`src/grm_pkg.sv`:
```
// Package for the graph reachability marker: sizes, state codes, control structs.
`timescale 1ns / 1ps
package grm_pkg;

  localparam int NODE_COUNT    = 1024;
  localparam int REFS_PER_NODE = 4;
  localparam int STACK_DEPTH   = 1024;

  localparam int NODE_W   = 10;  // node_index / child_index field width
  localparam int SLOT_W   = 2;   // slot_index field width
  localparam int MODE_W   = 2;
  localparam int CNT_W    = 11;  // visited_count field width

  localparam int REF_W    = (REFS_PER_NODE > 1) ? $clog2(REFS_PER_NODE) : 1;
  localparam int NADDR_W  = (NODE_COUNT > 1) ? $clog2(NODE_COUNT) : 1;
  localparam int EDGE_DEPTH = NODE_COUNT * REFS_PER_NODE;
  localparam int EADDR_W  = $clog2(EDGE_DEPTH);
  localparam int CLR_W    = EADDR_W;
  localparam int STK_AW   = $clog2(STACK_DEPTH);
  localparam int SP_W     = $clog2(STACK_DEPTH + 1);
  localparam int TOT_W    = $clog2(NODE_COUNT + 1);
  localparam int EDGE_W   = NODE_W + 1;  // {present, child}

  typedef enum logic [MODE_W-1:0] {
    MODE_LOAD = 2'd0,
    MODE_ROOT = 2'd1,
    MODE_RUN  = 2'd2,
    MODE_NONE = 2'd3
  } mode_t;

  typedef enum logic [3:0] {
    ST_CLEAR,
    ST_IDLE,
    ST_LOAD,
    ST_ROOT_RD,
    ST_ROOT_CHK,
    ST_POP,
    ST_EDGE_RD,
    ST_EDGE_CHK,
    ST_MARK_CHK,
    ST_RESP
  } state_t;

  typedef struct packed {
    logic capture;     // latch the input item
    logic clr_step;    // clear one edge slot and one mark
    logic edge_write;  // write the captured slot
    logic mark_rd;     // read a visited mark
    logic mark_set;    // mark, count and push
    logic use_child;   // mark address comes from the edge read data
    logic set_fresh;
    logic pop;         // read top of stack, decrement pointer
    logic slot_clr;
    logic slot_inc;
    logic edge_rd;     // read slot of the popped parent
    logic out_load;
  } cmd_t;

  typedef struct packed {
    logic  clr_done;
    logic  sp_zero;
    logic  mark_bit;
    logic  edge_present;
    logic  last_slot;
    logic  out_free;
    mode_t mode;
  } status_t;

endpackage

```
`src/grm_ctrl.sv`:
```
// Sequencer for clearing, loading, root marking and the depth-first walk.
`timescale 1ns / 1ps
module grm_ctrl import grm_pkg::*; (
  input  logic    clk,
  input  logic    rst,
  input  logic    in_valid,
  output logic    in_stall,
  input  status_t status,
  output cmd_t    cmd
);

  state_t state, state_next;

  always_ff @(posedge clk) begin
    if (rst) begin
      state <= ST_CLEAR;
    end else begin
      state <= state_next;
    end
  end

  always_comb begin
    state_next = state;
    case (state)
      ST_CLEAR: begin
        if (status.clr_done) state_next = ST_IDLE;
      end
      ST_IDLE: begin
        if (in_valid) begin
          case (status.mode)
            MODE_LOAD: state_next = ST_LOAD;
            MODE_ROOT: state_next = ST_ROOT_RD;
            MODE_RUN:  state_next = ST_POP;
            default:   state_next = ST_RESP;
          endcase
        end
      end
      ST_LOAD:     state_next = ST_RESP;
      ST_ROOT_RD:  state_next = ST_ROOT_CHK;
      ST_ROOT_CHK: state_next = ST_RESP;
      ST_POP: begin
        state_next = status.sp_zero ? ST_RESP : ST_EDGE_RD;
      end
      ST_EDGE_RD:  state_next = ST_EDGE_CHK;
      ST_EDGE_CHK: begin
        if (status.edge_present) begin
          state_next = ST_MARK_CHK;
        end else begin
          state_next = status.last_slot ? ST_POP : ST_EDGE_RD;
        end
      end
      ST_MARK_CHK: begin
        state_next = status.last_slot ? ST_POP : ST_EDGE_RD;
      end
      ST_RESP: begin
        if (status.out_free) state_next = ST_IDLE;
      end
      default: state_next = ST_CLEAR;
    endcase
  end

  always_comb begin
    cmd      = '0;
    in_stall = 1'b1;
    case (state)
      ST_CLEAR: cmd.clr_step = 1'b1;
      ST_IDLE: begin
        in_stall    = 1'b0;
        cmd.capture = in_valid;
      end
      ST_LOAD:    cmd.edge_write = 1'b1;
      ST_ROOT_RD: cmd.mark_rd = 1'b1;
      ST_ROOT_CHK: begin
        cmd.mark_set  = !status.mark_bit;
        cmd.set_fresh = !status.mark_bit;
      end
      ST_POP: begin
        cmd.pop      = !status.sp_zero;
        cmd.slot_clr = 1'b1;
      end
      ST_EDGE_RD: cmd.edge_rd = 1'b1;
      ST_EDGE_CHK: begin
        cmd.mark_rd   = status.edge_present;
        cmd.use_child = 1'b1;
        cmd.slot_inc  = !status.edge_present;
      end
      ST_MARK_CHK: begin
        cmd.mark_set  = !status.mark_bit;
        cmd.use_child = 1'b1;
        cmd.slot_inc  = 1'b1;
      end
      ST_RESP: cmd.out_load = status.out_free;
      default: cmd = '0;
    endcase
  end

endmodule

```
`config.mk`:
```
export PLATFORM = sky130hd
export DESIGN_NAME = grm_ctrl
export DESIGN_NICKNAME = d
export VERILOG_FILES = /design/src/grm_pkg.sv /design/src/grm_ctrl.sv
export SDC_FILE = /design/constraint.sdc
export NUM_CORES = 1
export LEC_CHECK = 0
export BUFFER_PORTS_ARGS = -buffer_cell sky130_fd_sc_hd__buf_2
export CAP_MARGIN = 20
export CORE_AREA = 2 2 39 41
export DETAILED_ROUTE_END_ITERATION = 7
export DIE_AREA = 0 0 41 43
export PLACE_DENSITY = 0.65
export SKIP_LAST_GASP = 1
export SLEW_MARGIN = 20
export SYNTH_ARGS = -nofsm -noshare
export SYNTH_HDL_FRONTEND = slang
export SYNTH_SLANG_ARGS = --single-unit
```
`constraint.sdc`:
```
create_clock -name clk -period 2.2 [get_ports clk]
set_clock_uncertainty 0.15 [all_clocks]
set_input_delay 0.33 -clock clk [delete_from_list [all_inputs] [get_ports clk]]
set_output_delay 0.33 -clock clk [all_outputs]
set_load 0.01 [all_outputs]
```
# [After elaboration in Yosys (flattened, before gate mapping)]
# Index checks and enable logic that the tools add are counted.
[totals] elab_cells=44 regBits=4 output_inout_bits=13
[op_classes] eq_ne=14 reduce_logical=9 mux=20
[ops] cell="$pmux W4 S9" n=1
[ops] cell="$mux W4" n=5
[ops] cell="$eq A4 B3 Y1 const B" n=4
[ops] cell="$pmux W4 S3" n=1
[ops] cell="$mux W1" n=9
[ops] cell="$eq A4 B2 Y1 const B" n=2
[ops] cell="$eq A4 B4 Y1 const B" n=2
[ops] cell="$ne A2 B2 Y1 const B" n=3
[ops] cell="$reduce_or A2 Y1" n=3
[ops] cell="$eq A4 B1 Y1 const B" n=1
[ops] cell="$logic_not A4 Y1" n=1
[ops] cell="$mux W2" n=2
[ops] cell="$pmux W1 S2" n=2
[ops] cell="$logic_not A1 Y1" n=3
[ops] cell="$reduce_and A3 Y1" n=1
[ops] cell="$eq A2 B1 Y1 const B" n=1
[ops] cell="$eq A2 B2 Y1 const B" n=1
[ops] cell="$logic_not A2 Y1" n=1

# [Longest topological paths before layout]
# Gate-level depths: netlist of run 1.
[depth] word_depth=4 depth_mapped=6 depth_no_buf=4

# [Worst setup path after synthesis of run 1]
# OpenSTA, ideal clock, no wires.
[synth_path] kind="reg-to-output" startpoint="register state[1]" endpoint="output port cmd[2] in the netlist's numbering" t_arrival_ps=1154 stages_incl_launch_ff=5 t_required_ps=1720 setup_slack_ps=566 path_cell_list="dfxtp_1 -> buf_6 -> or4b_4 -> o31a_4 -> inv_1"
[synth_lines] element="start, declared" line_no="grm_ctrl.sv:12" source="state_t state, state_next;"
[synth_lines] element="start signal, assigned" line_no="grm_ctrl.sv:18" source="state <= state_next;"
[synth_lines] element="end, declared" line_no="grm_ctrl.sv:9" source="output cmd_t cmd"

==> results by group, run 1 <==
GRT
  • All-layer global routing usage: 17.15%
  • Largest net degree at the start of global routing: 17
  • First-pass GRT wire length: approximately 2200 um
  • Initial antenna violation count: 0
  • Vias in the first global route: ~500
  • Grt ovf: 0

Layout
  • P&R area growth vs syn: 28.57%
  • Most common cell after layout, fill and taps aside: buf_2
  • Final instance area: 619.3 um2
  • Total Nets Final: ~100
  • Register Area: 80.08 um2
  • Share of cells above drive strength 1: a little over a third
  • Max reg flops: 4
  • Largest Register: state
  • Most frequent cells in the layout: buf_2, nor2_1, inv_1
  • Filler Cells Inserted: 160
  • Multi-input logic area: about 350 um2
  • Largest registers: state: 4 flops
  • Ant diodes: 0

Clocking
  • # clock sinks: 4
  • Max clock buf depth: 2
  • CTS Buf Count: 3
  • Worst-path clk slew: approximately 0.04 ns
  • Post_cts resized: 0
  • Worst-skew pair later-pin latency: approximately 0.23 ns
  • H-tree depth: 1
  • Clock root buffer: clkbuf_4
  • CTS tree: built
  • # hold bufs at CTS: 0
  • Post-CTS Setup Bufs: 0

Detailed routing
  • Post-Route WL: between 1000 and 1500 um
  • Avg WL per Cell: roughly 13 um
  • Drc violations: 0
  • Vias/cell: approximately 5.6
  • Vias: between 500 and 600
  • ANT nets after route: 0
  • First drt pass iteration count: 6
  • Initial DRC Count: 20

Setup path
  • Worst EP arrival: approximately 1.5 ns
  • Crit path from: state[2]
  • CP peak stage delay: 0.58 ns
  • Slowest CP cell: or4b_4
  • Worst Path Class, Setup: register to output port
  • CP endpoint kind: output port
  • Worst Path Required: 1.72 ns
  • Ordered list of cells on the worst path: or4b_4 -> o31a_4 -> inv_1 -> buf_2
  • Crit Path Max Fanout: 12
  • CP Launch Type: register
  • Worst r2r src: state[0]

Floorplanning
  • Die ar.: about 1800 um2
  • Die Width: about 41 um
  • # IOs: 24
  • Total core area: between 1000 and 1500 um2
  • Die H: around 43 um
  • Starting Density: roughly a third
  • Rows: 14

STA
  • Slew margin rel.: approximately 70%
  • Unrepaired setup endpoints after global routing: false
  • Endpoints failing hold: 0
  • Post-layout minimum cycle time: ~2.0 ns
  • Setup TNS: 0 ns
  • Fmax: ~500 MHz
  • Max-slew violation count: 0
  • Final setup viols: 0
  • Slew @ Worst Pin: around 0.44 ns
  • Tcrit/Tclk final: ~92%

Synthesis
  • Sequential area share after synthesis: 16.62%
  • Synth Warn #: 0
  • Syn Nets: 78
  • Syn avg cell area: a little over 7 um2
  • Post-Synthesis Cells: 67
  • Syn Std Cell Area: 481.7 um2
  • Synth cell types: 34
  • Synth Register Bits: 4

Min path
  • Worst hold path class: primary input to register
  • Hold path startpoint: rst

Placement
  • Dpl hpwl: between 1000 and 1500 um
  • Area post-placement: between 500 and 600 um2
  • # port buffers: 23
  • Routability cong.: 0.7559

Run status
  • Status: finished, final reports clean

Power
  • Leak: approximately 0.28 nW
  • Peak supply drop: roughly 0.27 mV
  • PwrDens: 596.5 nW/um2

Flow run
  • Max Cap Violations: 0
==> path summary, 6_finish.rpt <==
check | endpoint | slack [ns] | depth (start not counted)
worst max-delay path | cmd[2] | 0.18 | 4
worst min-delay path | state[0] | 0.16 | 2
worst max register to register | state[3] | 0.38 | 4
worst min register to register | state[0] | 0.54 | 2
==> critical path: cells and delay by family, from the launching register on <==
| family | cells | cell delay (ns) |
|---|---|---|
| and+or+nand+nor | 1 | 0.58 |
| DFF | 1 | 0.43 |
| AOI/OAI and AO/OA | 1 | 0.14 |
| buffers and inverters | 2 | 0.17 |
==> kinds of logic (layout without fill, tap and decap cells) <==
family,count (synthesis),count (layout),share of synthesized area [%]
compound gates,18,18,29.09
xor+xnor,1,1,1.819
buf+inv,11,33,11.17
flops,4,4,16.62
mux,2,2,4.416
simple gates,31,31,36.89
==> cell type report <==
type | instances | share of cell area (%)
clock buffer | 3 | 3.636
inverter | 5 | 3.030
multi-input combinational | 52 | 56.16
sequential | 4 | 12.93
tap | 16 | 3.232
timing repair buffer | 25 | 21.01
==> where the power goes <==
group | leakage [nW] | switching, mW | internal [mW] | total, mW
clock network | 0.0138 | 0.0259 | 0.0608 | 0.0866
logic | 0.236 | 0.0965 | 0.0780 | 0.175
registers | 0.0326 | 0.0259 | 0.0824 | 0.108
==> per-stage QoR <==
stage	setup slack [ns]	utilization (%)	power [mW]	hold slack, ns	std cells
after global placement	0.3869	43.13	0.2797	0.3875	102
after global routing	0.01032	44.76	0.4103	0.1427	105
after detailed placement	0.3876	43.13	0.2834	0.3862	102
after floorplan	0.5659	-	0.2291	0.2521	67
after CTS	0.1889	44.76	0.3719	0.1526	105
final	0.1825	44.76	0.3695	0.1605	105
==> Yosys cell counts <==
master	count	area [um2]
buf_2	4	20.02
a311o_1	2	20.02
o21ai_1	2	10.01
nand2_1	4	15.01
dfxtp_1	4	80.08
nand2b_1	3	18.77
inv_1	5	18.77
or2_1	1	6.260
o31a_4	1	17.52
o22ai_1	1	6.260
and3_1	1	6.260
nor2b_1	2	12.51
clkbuf_1	1	3.750
nand4_1	1	6.260
a31oi_1	3	18.77
o21ai_0	3	15.01
xnor2_1	1	8.760
and4_1	2	17.52
o2111ai_1	1	8.760
nand4b_1	1	8.760
o221ai_1	1	8.760
nor4_1	3	18.77
mux2_2	1	11.26
o41ai_1	1	8.760
o311ai_0	1	8.760
nor2_1	6	22.52
nor3_1	2	10.01
or4b_4	1	13.76
buf_6	1	11.26
nand3_1	3	15.01
a2bb2oi_1	1	8.760
a311oi_1	1	8.760
mux2i_1	1	10.01
nor2_2	1	6.260
==> metal layers <==
metal,track usage (%),routed length (um)
met1,21.15,621
met2,30.00,677
met3,3.141,93
met4,2.000,0
met5,0,0
(Power assumes the default switching activity.)
==> run 2: changes to the inputs <==
==> constraint.sdc (replaced) <==
create_clock -name clk -period 2.2 [get_ports clk]
set_clock_uncertainty 0.15 [all_clocks]
set_input_delay 0.33 -clock clk [delete_from_list [all_inputs] [get_ports clk]]
set_output_delay 0.33 -clock clk [all_outputs]
set_load 0.005 [all_outputs]
==> run 2 against run 1 <==
Net effect:
- wire length down 3.2%
- largest power group unchanged
- critical path type unchanged
- total power down 2.5%
- largest cell class unchanged
- clock power up 2.4%
- critical endpoint unchanged
==> results by group, run 2 (synthesis gave the netlist of run 1 again) <==
Floorplanning
  • Die ar.: between 1500 and 2000 um2
  • Starting Density: a little over a third
  • Total core area: between 1000 and 1500 um2
  • Die Width: ~40 um
  • # IOs: 24
  • Rows: 14
  • Die H: ~43 um

Flow run
  • Max Cap Violations: 0

Clocking
  • Post_cts resized: 0
  • Max clock buf depth: 2
  • Worst-path clk slew: about 0.03 ns
  • H-tree depth: 1
  • # hold bufs at CTS: 0
  • CTS tree: built
  • Worst-skew pair later-pin latency: approximately 0.24 ns
  • # clock sinks: 4
  • Post-CTS Setup Bufs: 0
  • Clock root buffer: clkbuf_4
  • CTS Buf Count: 3

Setup path
  • Worst Path Required: about 1.7 ns
  • Crit Path Max Fanout: 12
  • CP Launch Type: register
  • Worst r2r src: state[2]
  • Crit path from: state[2]
  • Worst Path Class, Setup: register to output port
  • RR Endpoint: state[3]
  • Worst EP arrival: about 1.5 ns
  • R2R cell count: 4
  • CP endpoint kind: output port
  • Reg2reg setup slack: 0.47 ns

GRT
  • Initial antenna violation count: 0
  • Met2 Use GR: ~27%
  • Top Usage Layer GRT: met2
  • First-pass GRT wire length: between 2000 and 2500 um
  • All-layer global routing usage: 17.89%
  • Met1 Use GR: 21.61%
  • Grt ovf: 0
  • Largest net degree at the start of global routing: 17
  • Grt met3 use: approximately 3.1%
  • Vias in the first global route: between 500 and 600

Layout
  • Total Nets Final: around 100
  • Largest registers: state: 4 flops
  • Register Area: 80.08 um2
  • Most frequent cells in the layout: buf_2, nor2_1, inv_1
  • P&R area growth vs syn: 28.57%
  • Share of cells above drive strength 1: between 30% and 40%
  • Multi-input logic area: approximately 350 um2
  • Filler Cells Inserted: around 150
  • Max reg flops: 4
  • Ant diodes: 0
  • Layout Cells excl Fill: 105
  • Largest Register: state
  • Most common cell after layout, fill and taps aside: buf_2

Placement
  • Pre-CTS setup slack: between 0.4 and 0.5 ns
  • Routability cong.: 0.8036
  • Dpl hpwl: approximately 1000 um
  • Placed Cells: a little over 100
  • # port buffers: 23

STA
  • Unrepaired setup endpoints after global routing: false
  • Post-layout minimum cycle time: 2.005 ns
  • Post-route setup slack: 0.1946 ns
  • Setup TNS: 0 ns
  • Fmax: 498.6 MHz
  • Tcrit/Tclk final: 91.16%
  • Hold WS: ~0.14 ns
  • Endpoints failing hold: 0
  • Final setup viols: 0
  • Max-slew violation count: 0
  • Slew margin rel.: a little over two thirds
  • Slew @ Worst Pin: 0.4553 ns

Min path
  • Hold Path End: state[0]
  • Hold Crit Depth: 2
  • Worst hold path class: primary input to register
  • Hold path startpoint: rst

Detailed routing
  • Avg WL per Cell: 12.84 um
  • Drc violations: 0
  • ANT nets after route: 0
  • First drt pass iteration count: 4
  • Post-Route WL: around 1300 um
  • Initial DRC Count: 14
  • Vias: around 590
  • Vias/cell: 5.581

Power
  • Leak: 0.2819 nW
  • Peak supply drop: 0.2184 mV
  • PwrDens: slightly below 600 nW/um2

Run status
  • Status: finished, final reports clean
## run 2: how the worst max path moves through the flow
| stage | cells after the start | endpoint |
|---|---|---|
| 2_1_floorplan | 4 | cmd[2] |
| 3_3_place_gp | 4 | cmd[2] |
| 3_5_place_dp | 4 | cmd[2] |
| 4_1_cts | 4 | cmd[2] |
| 5_1_grt | 3 | cmd[0] |
| 6_report | 4 | cmd[2] |
## run 2: stage by stage
stage / power, mW / area, um2 / util, %
finish: 0.3601 / 619.3 / 44.76
global route: 0.3887 / 619.3 / 44.76
CTS: 0.3618 / 619.3 / 44.76
detailed placement: 0.2717 / 596.8 / 43.13
global placement: 0.2699 / 596.8 / 43.13
floorplan: 0.2202 / 481.7 / -
## run 2: critical path, cell delays in order, from the launching register on
cell and delay, ns:
dfxtp_1 0.43, or4b_4 0.58, o31a_4 0.13, inv_1 0.05, buf_2 0.10
## run 2: routing by layer
metal  wire [um]  vias to the layer above  part of all wire [%]
li1            -                      300                     -
met1         589                      259                    44
met2         650                       22                    48
met3          72                        5                   5.3
met4          36                        0                   2.7
met5           0                        -                     0
## run 2: where the power goes
group	total [mW]	leakage (nW)	switching, mW	internal (mW)
Combinational	0.163	0.236	0.0856	0.0775
Sequential	0.108	0.0326	0.0258	0.0825
Clock	0.0887	0.0138	0.0279	0.0608
## run 2: layout make-up
cell class | instances | share of cell area (%)
inverter | 5 | 3.030
sequential | 4 | 12.93
tap | 16 | 3.232
timing repair buffer | 25 | 21.01
multi-input combinational | 52 | 56.16
clock buffer | 3 | 3.636
==> run 3: changes to the inputs <==
--- a/config.mk
+++ b/config.mk
@@ -11,7 +11,6 @@
 export DETAILED_ROUTE_END_ITERATION = 7
 export DIE_AREA = 0 0 41 43
 export PLACE_DENSITY = 0.65
-export SKIP_LAST_GASP = 1
 export SLEW_MARGIN = 20
 export SYNTH_ARGS = -nofsm -noshare
 export SYNTH_HDL_FRONTEND = slang
==> constraint.sdc (replaced) <==
create_clock -name clk -period 2.3 [get_ports clk]
set_clock_uncertainty 0.15 [all_clocks]
set_input_delay 0.345 -clock clk [delete_from_list [all_inputs] [get_ports clk]]
set_output_delay 0.345 -clock clk [all_outputs]
set_load 0.005 [all_outputs]
==> run 3 against run 2 <==
Net effect:
- total power fell by 3.2%
- cell count did not move
- combinational power fell by 4%
- sequential share of layout area did not move
- wire length rose by 3.1%
- first-iteration DRC count rose by 36%
- non-clock buffer count did not move
- worst hold slack improved by 0.029 ns
- global-route usage fell by 1.9 points
- utilization did not move
==> results by group, run 3 (synthesis gave the netlist of run 1 again) <==
Placement
  • Routability cong.: approximately 0.8
  • Pre-CTS setup slack: approximately 0.48 ns
  • Placed Cells: 102
  • Dpl hpwl: 1088 um
  • Area post-placement: approximately 600 um2
  • # port buffers: 23

GRT
  • Vias in the first global route: about 500
  • Initial antenna violation count: 0
  • Largest net degree at the start of global routing: 17
  • Grt ovf: 0
  • All-layer global routing usage: approximately 16%
  • First-pass GRT wire length: just over 2000 um

Layout
  • Final instance area: 619.3 um2
  • Ant diodes: 0
  • Most common cell after layout, fill and taps aside: buf_2
  • Filler Cells Inserted: about 150
  • Layout Cells excl Fill: approximately 110
  • Multi-input logic area: ~350 um2
  • Share of cells above drive strength 1: a little over a third
  • Largest registers: state: 4 flops
  • Register Area: 80.08 um2
  • Max reg flops: 4
  • Largest Register: state
  • Most frequent cells in the layout: buf_2, nor2_1, inv_1
  • Total Nets Final: 102
  • P&R area growth vs syn: 28.57%

Detailed routing
  • First drt pass iteration count: 4
  • Drc violations: 0
  • Initial DRC Count: 19
  • Vias: 600
  • Vias/cell: between 5 and 6
  • Avg WL per Cell: 13.24 um
  • ANT nets after route: 0
  • Post-Route WL: between 1000 and 1500 um

Min path
  • Hold Path End: state[0]
  • Worst hold path class: primary input to register
  • Hold path startpoint: rst
  • Hold Crit Depth: 2

Flow run
  • Max Cap Violations: 0

Clocking
  • Worst-path clk slew: about 0.04 ns
  • CTS Buf Count: 3
  • CTS tree: built
  • Clock root buffer: clkbuf_4
  • Post_cts resized: 0
  • Worst-skew pair later-pin latency: 0.23 ns
  • # clock sinks: 4
  • H-tree depth: 1
  • # hold bufs at CTS: 0
  • Post-CTS Setup Bufs: 0
  • Max clock buf depth: 2

STA
  • Post-route setup slack: between 0.2 and 0.25 ns
  • Fmax: between 400 and 500 MHz
  • Final setup viols: 0
  • Slew @ Worst Pin: 0.4943 ns
  • Slew margin rel.: about two thirds
  • Tcrit/Tclk final: 89.54%
  • Max-slew violation count: 0
  • Endpoints failing hold: 0
  • Unrepaired setup endpoints after global routing: false
  • Setup TNS: 0 ns
  • Post-layout minimum cycle time: 2.059 ns
  • Hold WS: about 0.17 ns

Setup path
  • Worst Path Required: around 1.8 ns
  • RR Endpoint: state[3]
  • Worst r2r src: state[2]
  • Worst Path Class, Setup: register to output port
  • CP endpoint kind: output port
  • R2R cell count: 4
  • CP Launch Type: register
  • Worst EP arrival: between 1.5 and 2 ns
  • Crit Path Max Fanout: 9
  • Reg2reg setup slack: about 0.45 ns

Power
  • Leak: 0.2819 nW
  • PwrDens: roughly 560 nW/um2
  • Peak supply drop: approximately 0.24 mV

Run status
  • Status: finished, final reports clean

Floorplanning
  • Starting Density: a little over a third
  • # IOs: 24
  • Die ar.: 1763 um2
  • Die Width: ~41 um
  • Total core area: 1384 um2
  • Rows: 14
  • Die H: around 43 um
-- run 3: metal layers --
layer | GRT usage [%] | part of all wire (%)
met1 | 21.47 | 45
met2 | 25.62 | 46
met4 | 6.000 | 1.9
met5 | 0 | 0
met3 | 0.5236 | 7.3
-- run 3: worst max path at each step --
| stage | to | start | cells after the start |
|---|---|---|---|
| after detailed placement | state[3] | state[2] | 4 |
| after global routing | cmd[2] | state[3] | 5 |
| final | cmd[2] | state[3] | 5 |
| after CTS | cmd[2] | state[3] | 5 |
| after floorplan | cmd[2] | state[1] | 4 |
| after global placement | state[3] | state[2] | 4 |
-- run 3: where the power goes --
part	internal, mW	switching, mW
combinational	0.0741	0.0829
clock	0.0583	0.0284
sequential	0.0788	0.0261
-- run 3: cell type report --
class	instances	area share [%]
inverter	5	3.030
sequential	4	12.93
multi-input combinational	52	56.16
timing repair buffer	25	21.01
tap	16	3.232
clock buffer	3	3.636
-- run 3: metrics by stage --
stage / power (mW) / utilization (%)
floorplan: 0.2107 / -
global placement: 0.2590 / 43.13
detailed placement: 0.2614 / 43.13
CTS: 0.3487 / 44.76
global route: 0.3776 / 44.76
finish: 0.3486 / 44.76
-- run 3: critical path, cell delays in order, from the launching register on --
cell and delay [ns]:
dfxtp_1 0.39, buf_4 0.20, nand2b_1 0.21, o31a_4 0.37, inv_1 0.06, buf_2 0.10
